`config.mk`:
```
export PLATFORM = sky130hd
export DESIGN_NAME = pfcm_ctrl
export DESIGN_NICKNAME = d
export VERILOG_FILES = /design/src/rtl/core/place_fingerprint_catalog_match_unit_assert.svh /design/src/rtl/core/pfcm_pkg.sv /design/src/rtl/core/pfcm_ctrl.sv
export SDC_FILE = /design/constraint.sdc
export NUM_CORES = 1
export LEC_CHECK = 0
export BUFFER_PORTS_ARGS = -buffer_cell sky130_fd_sc_hd__buf_4
export CORE_MARGIN = 3
export CORE_UTILIZATION = 54
export DETAILED_ROUTE_END_ITERATION = 8
export HOLD_SLACK_MARGIN = 0.05
export PLACE_DENSITY_LB_ADDON = 0.1
export REMOVE_ABC_BUFFERS = 1
export SETUP_SLACK_MARGIN = 0.15
export SLEW_MARGIN = 15
export SYNTH_ARGS = -nofsm -noshare
export SYNTH_HDL_FRONTEND = slang
export SYNTH_SLANG_ARGS = --single-unit
```
`constraint.sdc`:
```
create_clock -name clk_i -period 3.81 [get_ports clk_i]
set_clock_uncertainty 0.1 [all_clocks]
set_input_delay 0.381 -clock clk_i [delete_from_list [all_inputs] [get_ports clk_i]]
set_output_delay 0.381 -clock clk_i [all_outputs]
set_load 0.05 [all_outputs]
```
`src/rtl/core/place_fingerprint_catalog_match_unit_assert.svh`:
```
// assertion macros for the place catalog match unit
`ifndef PLACE_FINGERPRINT_CATALOG_MATCH_UNIT_ASSERT_SVH
`define PLACE_FINGERPRINT_CATALOG_MATCH_UNIT_ASSERT_SVH
`ifndef SYNTHESIS
`define PFCM_ASSERT_IMPL(label, clk, rst_n, ante, cons) \
  label: assert property (@(posedge clk) disable iff (!rst_n) (ante) |-> (cons)) \
    else $error("pfcm assertion failed");
`define PFCM_ASSERT_NEXT(label, clk, rst_n, ante, cons) \
  label: assert property (@(posedge clk) disable iff (!rst_n) (ante) |=> (cons)) \
    else $error("pfcm assertion failed");
`else
`define PFCM_ASSERT_IMPL(label, clk, rst_n, ante, cons)
`define PFCM_ASSERT_NEXT(label, clk, rst_n, ante, cons)
`endif
`endif

```
`src/rtl/core/pfcm_pkg.sv`:
```
`timescale 1ns / 1ps
package pfcm_pkg;

  localparam int unsigned TOKENS_PER_PLACE = 8;
  localparam int unsigned CATALOG_DEPTH    = 64;
  localparam int unsigned TOKEN_W          = 32;
  localparam int unsigned PLACE_W          = 6;
  localparam int unsigned SLOT_W           = 3;
  localparam int unsigned CNT_W            = 4;
  localparam int unsigned ID_W             = 16;
  localparam int unsigned SCORE_W          = 10;
  localparam int unsigned LIMIT_W          = 7;

  localparam logic [SCORE_W-1:0] SCORE_SCALE = 10'd1000;
  localparam logic [CNT_W-1:0]   MAX_TOKENS  = 4'd8;
  localparam logic [LIMIT_W-1:0] MAX_PLACES  = 7'd64;

  localparam logic [1:0] CMD_CAT_TOKEN = 2'd0;
  localparam logic [1:0] CMD_HEADER    = 2'd1;
  localparam logic [1:0] CMD_QUERY     = 2'd2;

  localparam logic [1:0] REL_NEW   = 2'd0;
  localparam logic [1:0] REL_GRAY  = 2'd1;
  localparam logic [1:0] REL_KNOWN = 2'd2;

  typedef struct packed {
    logic [1:0]         command;
    logic [PLACE_W-1:0] entry_index;
    logic [SLOT_W-1:0]  slot;
    logic [TOKEN_W-1:0] token;
    logic [ID_W-1:0]    loc_id;
    logic [CNT_W-1:0]   token_count;
    logic               last;
  } item_t;

  typedef struct packed {
    logic               found;
    logic [PLACE_W-1:0] best_index;
    logic [ID_W-1:0]    best_loc_id;
    logic [SCORE_W-1:0] best_score;
    logic [1:0]         relation;
  } result_t;

  // controller to datapath
  typedef struct packed {
    logic               cat_we;
    logic               hdr_we;
    logic               q_load;
    logic               clr_best;
    logic               hdr_rd;
    logic               tok_rd;
    logic [PLACE_W-1:0] place;
    logic [SLOT_W-1:0]  slot;
    logic               clr_hits;
    logic               acc_en;
    logic [SLOT_W-1:0]  acc_slot;
    logic               score_en;
    logic               cmp_en;
    logic               first;
    logic               done;
  } dp_cmd_t;

  typedef struct packed {
    logic q_usable_next;
  } dp_stat_t;

  function automatic logic usable(input logic [CNT_W-1:0] n, input logic [CNT_W-1:0] min_n);
    usable = (n >= min_n) && (n <= MAX_TOKENS);
  endfunction

  // floor(1000 * hits / den), saturated, den of zero gives zero
  // divisors 3, 5, 6 and 7 by reciprocal multiply, exact for every 14-bit product
  function automatic logic [SCORE_W-1:0] score_of(input logic [CNT_W-1:0] hits,
                                                  input logic [CNT_W-1:0] den);
    logic [13:0] prod;
    logic [30:0] recip;
    logic [13:0] q;
    prod  = 14'(hits) * 14'd1000;
    recip = '0;
    unique case (den)
      4'd1:    q = prod;
      4'd2:    q = prod >> 1;
      4'd3: begin
        recip = 31'(prod) * 31'd43691;
        q     = 14'(recip >> 17);
      end
      4'd4:    q = prod >> 2;
      4'd5: begin
        recip = 31'(prod) * 31'd26215;
        q     = 14'(recip >> 17);
      end
      4'd6: begin
        recip = 31'(prod) * 31'd21846;
        q     = 14'(recip >> 17);
      end
      4'd7: begin
        recip = 31'(prod) * 31'd18725;
        q     = 14'(recip >> 17);
      end
      4'd8:    q = prod >> 3;
      default: q = '0;
    endcase
    score_of = (q > 14'(SCORE_SCALE)) ? SCORE_SCALE : q[SCORE_W-1:0];
  endfunction

endpackage

```
`src/rtl/core/pfcm_ctrl.sv`:
```
`timescale 1ns / 1ps
module pfcm_ctrl (
  input  logic                             clk_i,
  input  logic                             rst_ni,
  input  logic                             start_i,
  input  logic [1:0]                       command_i,
  input  logic                             last_i,
  input  logic [pfcm_pkg::LIMIT_W-1:0]     catalog_count_i,
  input  pfcm_pkg::dp_stat_t               stat_i,
  output pfcm_pkg::dp_cmd_t                cmd_o,
  output logic                             busy_o
);

  localparam logic [2:0] S_IDLE  = 3'd0;
  localparam logic [2:0] S_ISSUE = 3'd1;
  localparam logic [2:0] S_RUN   = 3'd2;
  localparam logic [2:0] S_SCORE = 3'd3;
  localparam logic [2:0] S_CMP   = 3'd4;
  localparam logic [2:0] S_DONE  = 3'd5;

  logic [2:0]                      state_q, state_d;
  logic [pfcm_pkg::PLACE_W-1:0]    place_q, place_d;
  logic [pfcm_pkg::SLOT_W:0]       slot_q, slot_d;
  logic [pfcm_pkg::LIMIT_W-1:0]    limit;
  logic                            accept;

  assign limit  = (catalog_count_i > pfcm_pkg::MAX_PLACES) ? pfcm_pkg::MAX_PLACES
                                                            : catalog_count_i;
  assign accept = start_i && (state_q == S_IDLE);
  assign busy_o = (state_q != S_IDLE);

  always_comb begin
    state_d = state_q;
    place_d = place_q;
    slot_d  = slot_q;
    cmd_o   = '0;
    cmd_o.place    = place_q;
    cmd_o.slot     = slot_q[pfcm_pkg::SLOT_W-1:0];
    cmd_o.acc_slot = pfcm_pkg::SLOT_W'(slot_q - 1'b1);
    unique case (state_q)
      S_IDLE: begin
        cmd_o.cat_we = accept && (command_i == pfcm_pkg::CMD_CAT_TOKEN);
        cmd_o.hdr_we = accept && (command_i == pfcm_pkg::CMD_HEADER);
        cmd_o.q_load = accept && (command_i == pfcm_pkg::CMD_QUERY);
        if (cmd_o.q_load && last_i) begin
          cmd_o.clr_best = 1'b1;
          place_d        = '0;
          state_d        = (stat_i.q_usable_next && (limit != '0)) ? S_ISSUE : S_DONE;
        end
      end
      S_ISSUE: begin
        cmd_o.hdr_rd   = 1'b1;
        cmd_o.tok_rd   = 1'b1;
        cmd_o.slot     = '0;
        cmd_o.clr_hits = 1'b1;
        slot_d         = (pfcm_pkg::SLOT_W+1)'(1);
        state_d        = S_RUN;
      end
      S_RUN: begin
        cmd_o.acc_en = 1'b1;
        cmd_o.tok_rd = (slot_q < (pfcm_pkg::SLOT_W+1)'(pfcm_pkg::TOKENS_PER_PLACE));
        slot_d       = slot_q + 1'b1;
        if (slot_q == (pfcm_pkg::SLOT_W+1)'(pfcm_pkg::TOKENS_PER_PLACE)) begin
          state_d = S_SCORE;
        end
      end
      S_SCORE: begin
        cmd_o.score_en = 1'b1;
        state_d        = S_CMP;
      end
      S_CMP: begin
        cmd_o.cmp_en = 1'b1;
        cmd_o.first  = (place_q == '0);
        if ({1'b0, place_q} == (limit - 1'b1)) begin
          state_d = S_DONE;
        end else begin
          place_d = place_q + 1'b1;
          state_d = S_ISSUE;
        end
      end
      S_DONE: begin
        cmd_o.done = 1'b1;
        state_d    = S_IDLE;
      end
      default: state_d = S_IDLE;
    endcase
  end

  always_ff @(posedge clk_i or negedge rst_ni) begin
    if (!rst_ni) begin
      state_q <= S_IDLE;
      place_q <= '0;
      slot_q  <= '0;
    end else begin
      state_q <= state_d;
      place_q <= place_d;
      slot_q  <= slot_d;
    end
  end

endmodule

```
* Word level (Yosys, flattened, before mapping)
Cells that the tools add are included. Widths: inputs -> output; s select.
Storage, ports and cells: bits in registers 13, logic and storage cells 55, output and inout port bits 25, bits of input ports 14
Cells by class: reductions and logical operators 15, $add $sub $neg 4, muxes and demuxes 19, order comparisons 2, equal/unequal tests 12
Operators with widths (number):
- $pmux 3 s5 | 1
- $mux 3 | 4
- $mux 6 | 2
- $pmux 6 s2 | 1
- $mux 4 | 2
- $pmux 4 s2 | 1
- $eq 6x7->1 | 1
- $gt 7x7->1 const B | 1
- $mux 7 | 1
- $reduce_bool 7->1 | 1
- $sub 7x1->7 const B | 1
- $add 6x1->6 const B | 1
- $eq 3x2->1 const B | 2
- $eq 3x3->1 const B | 2
- $logic_and 1x1->1 | 6
- $logic_not 6->1 | 1
- $mux 1 | 5
- $add 4x1->4 const B | 1
- $eq 4x4->1 const B | 1
- $lt 4x4->1 const B | 1
- $ne 2x2->1 const B | 2
- $reduce_bool 2->1 | 2
- $eq 3x1->1 const B | 1
- $logic_not 3->1 | 1
- 10 further kinds | 10

* Logic depth before layout (Yosys ltp)
word-level depth 7, gate-level depth with buffers 11, depth with buffers taken out 9

* Worst setup path before layout
Ideal clock, no wire load.
kind reg2reg, from register state_q[2], to register slot_q[1] (netlist name), required time 3584 ps, library setup time 126 ps, slack 494 ps, clock period less this slack 3316 ps, arrival 3090 ps, stages on the path, launching flop included 5, cell sequence dfrtp_1 -> clkbuf_1 -> nor3b_1 -> nor2_1 -> mux2_2
On the way: cells in the longest elaborated chain, start to end 2, elaborated cells between the ends (all ways) 4, those cells by class eq/ne: 2; mux: 1; reduce/logical: 1
Ends and longest elaborated chain:
- from (decl) | line pfcm_ctrl.sv:21 | logic [2:0] state_q, state_d;
- from (signal assigned) | line pfcm_ctrl.sv:95 | state_q <= state_d;
- $eq 3x2->1 / $eq 3x1->1 (equally long branches) | line pfcm_ctrl.sv:40 | unique case (state_q)
- $pmux 4 s2 / $reduce_bool 2->1 (equally long branches)
- to (signal assigned) | line pfcm_ctrl.sv:97 | slot_q <= slot_d;
- to (decl) | line pfcm_ctrl.sv:23 | logic [pfcm_pkg::SLOT_W:0] slot_q, slot_d;
Several ways; a longest one is shown, not always the timed one. A chain may end at the register's enable or synchronous reset.

==> run_results.csv <==
group,metric,value,unit
worst_setup_path,slowest_stage,"or3_1",
place,preCtsSetupSlack,1.24,ns
layout,n_fill_cell,168,
worst_setup_path,path_max_fanout,8,
pwr,p_clk_share,6.9,%
detailed_routing,detail-route-antenna-nets,0,
worst_setup_path,cp.depth,4,
synth,ys.flop_type,"dfrtp_1",
worst_setup_path,path_class,"flip-flop to output port",
clock_tree,root_buffer,"clkbuf_4",
layout,multiInputGateArea,767,um2
timing,setup_viol,0,
synth,synth_edf_count,0,
pwr,finalPower,0.00124,W
synth,synth_top_area_share,27.7,%
place,port_buffers,38,
timing,fin_crit_sh,64.7,%
synth,synthArstFlopShare,100,%
pwr,power_leakage,0.716,nW
outcome,status,"completed",
clock_tree,clk_path_buf_depth,2,
detailed_routing,drcViolationCount,0,
clock_tree,clk_pin_slew,0.08,ns
worst_setup_path,endpoint,"cmd_o[20]",
grt,grt-ovfl-total,0,
detailed_routing,vias,1255,
layout,nNetsFinal,208,
worst_setup_path,slowest_delay,0.51,ns
detailed_routing,drtPass1Iterations,4,
grt,grt_usage,23.9,%
clock_tree,cts_tree,"done",
floorplan,start_util,58.7,%
clock_tree,cts.sinks,13,
pwr,power.switching,0.000728,W
pwr,sw_frac_of_total,58.8,%
pwr,vdd_ir_drop_max,0.000819,V
layout,drive_above_1_share,24.6,%
worst_setup_path,arrival,1.98,ns
worst_setup_path,worst-path-buf-inv,2,
synth,synth.top_cells.by_count,"nor2_1 (17), nand2_1 (14), dfrtp_1 (13), inv_1 (13), o21ai_0 (8)",
layout,regArea,325,um2
pwr,power.density,828,mW/mm2
floorplan,fp-row-count,16,
floorplan,die-area,0.00277,mm2
place,place.gp.congestion,0.869,
worst_setup_path,ff2ff_path_depth,7,
detailed_routing,drt_iter0_markers,18,
worst_setup_path,cpMostUsedCell,"or3_1",
pwr,seq_power_share,21.9,%
worst_setup_path,worstPathCellList,"or3_1 > or3_1 > inv_1 > buf_4",
pwr,p_comb_share,71.2,%
timing,fmax,406,MHz
worst_setup_path,critPathRequiredTime,3.33,ns
timing,rsz0062_at_grt,"no",
timing,relSlewSlack,51.8,%
timing,hold_slack,0.384,ns
worst_setup_path,startpoint_type,"flip-flop",
flow_run,drv_cap,0,
synth,synth.area.top_cells,"dfrtp_1 (28%), ha_1 (6.4%), nor2_1 (5.4%), nand2_1 (4.5%), inv_1 (4.2%)",
synth,netlist_area,0.00117,mm2
grt,grt_pass1_vias,1118,
hold_path,hold_path_class,"input port to async pin",
worst_setup_path,cp-end-kind,"output port",
pwr,p_int,0.000511,W
timing,layout_min_cycle_time,2.47,ns
synth,synthCells,152,
worst_setup_path,cpLargestDelayFamily,"simple AND/OR/NAND/NOR gates",
place,hpwl,2370,um
synth,yosys.area.top_type,"dfrtp_1",
layout,synthToLayoutAreaGrowth,27.4,%
clock_tree,post_cts_resized,0,
clock_tree,cts_setup_buffers,0,
detailed_routing,viasPerCell,5.86,
grt,grt_max_degree,14,
place,place_area,0.00146,mm2
detailed_routing,post_drt_wl_per_cell,13.9,um
clock_tree,htree_num_levels,1,
synth,ys_seq_elements,13,
timing,hold_viol,0,
detailed_routing,drt_wl_total,2970,um
timing,tightest_slew,0.722,ns
floorplan,die_w,52.6,um
synth,synth_warnings,0,
floorplan,io-pin-count,39,
clock_tree,cts_made_buffers,3,
grt,antenna_found_initial,0,
floorplan,core,0.00200,mm2
synth,synth_most_common_cell,"nor2_1",
worst_setup_path,timing.rr.end,"place_q[3]$_DFFE_PN0P_",
synth,ys_seq_area_share,27.7,%
worst_setup_path,regToRegSetupSlack,1.53,ns
grt,grt_pass1_wl,5020,um
synth,avgSynthCellArea,7.73,um2
timing,drv_slew,0,
worst_setup_path,rr_startpoint,"state_q[1]$_DFFE_PN0P_",
timing,fin_ws,1.34,ns
layout,num_antenna_cells,0,
synth,synthDistinctLibCells,40,
clock_tree,clock_latency,0.28,ns
worst_setup_path,critPathLaunch,"state_q[1]$_DFFE_PN0P_",
floorplan,die_h,52.6,um
layout,fin_area,0.00150,mm2
cell type report:
type	instances	share of cell area (%)
clock buffers	4	1.76
multi-input cells	118	51.3
repair buffers	39	19.7
flip-flops and latches	13	21.7
well taps	27	2.26
inverters	13	3.26
power groups by stage:
stage                     Sequential (W)  Clock [W]  Combinational [W]
final                           0.000272  0.0000854           0.000882
after global routing            0.000284  0.0000956           0.000948
after CTS                       0.000271  0.0000914           0.000887
after detailed placement        0.000272          0           0.000884
after global placement          0.000273          0           0.000868
after floorplan                 0.000326          0           0.000577
sequential cells by signal, summed over array words and instances, names as in the netlist:
| signal | flops |
|---|---|
| place_q | 6 |
| state_q | 3 |
| slot_q | 4 |
repair_timing:
item,4_1_cts,5_1_grt
hold buffers,1,0
setup endpoints to repair,0,0
endpoints found under the hold margin,13,0
worst register-to-register path, cell delays in order, from the launching register on:
cell,delay [ns]
dfrtp_1,0.44
nor2_1,0.23
nand2_1,0.23
inv_1,0.19
nand4_1,0.16
or2_1,0.33
or3_1,0.33
and3_1,0.17
metal layers:
metal	part of all wire, %	global-route usage, %
met3	7.0	3.42
met1	42	30.7
met5	0	0
met4	0.30	7.23
met2	51	41.1
placed cells by master (no fill, tap or decap), types with 2 or more instances in the layout:
cell type / netlist / layout
or2_1: 2 / 2
nor3b_1: 2 / 2
a31oi_1: 2 / 2
ha_1: 6 / 6
dfrtp_1: 13 / 13
xnor2_1: 5 / 5
o211ai_1: 5 / 5
nor4_1: 3 / 3
buf_4: 1 / 38
inv_1: 13 / 13
xor2_1: 4 / 4
or3_1: 4 / 4
a211o_1: 2 / 2
o21ai_0: 8 / 8
nand3_1: 6 / 6
nor3_1: 7 / 7
nand3b_1: 2 / 2
clkbuf_4: 0 / 3
nand4_1: 2 / 2
nor2_1: 17 / 17
o31a_1: 3 / 3
or4b_2: 2 / 2
nor2b_1: 2 / 2
nand2_1: 14 / 14
a21oi_1: 4 / 4
mux2i_1: 2 / 2
worst min path at each step:
stage / from / to / slack, ns
after floorplan: rst_ni / place_q[0]$_DFFE_PN0P_ / -0.01
after global placement: rst_ni / place_q[2]$_DFFE_PN0P_ / 0.13
after detailed placement: rst_ni / place_q[2]$_DFFE_PN0P_ / 0.13
after CTS: rst_ni / slot_q[1]$_DFFE_PN0P_ / 0.37
after global routing: rst_ni / slot_q[1]$_DFFE_PN0P_ / 0.39
final: rst_ni / slot_q[1]$_DFFE_PN0P_ / 0.38
stage by stage:
| stage | setup TNS [ns] | util, % | instances |
|---|---|---|---|
| floorplan | -2.47 | - | 144 |
| global placement | 0 | 72.9 | 209 |
| detailed placement | 0 | 72.9 | 209 |
| CTS | 0 | 74.8 | 214 |
| global route | 0 | 74.8 | 214 |
| finish | 0 | 74.8 | 214 |
cell families (layout without fill, tap and decap cells):
family | Yosys count | count (layout) | synth area share (%)
multiplexers | 3 | 3 | 2.66
AND/OR/NAND/NOR | 69 | 69 | 30.8
adder cells (fa/ha/maj) | 6 | 6 | 6.39
buffers and inverters | 21 | 56 | 7.03
AO/OA/AOI/OAI | 31 | 31 | 18.7
flip-flops | 13 | 13 | 27.7
XOR/XNOR | 9 | 9 | 6.71
(Power assumes the default switching activity.)
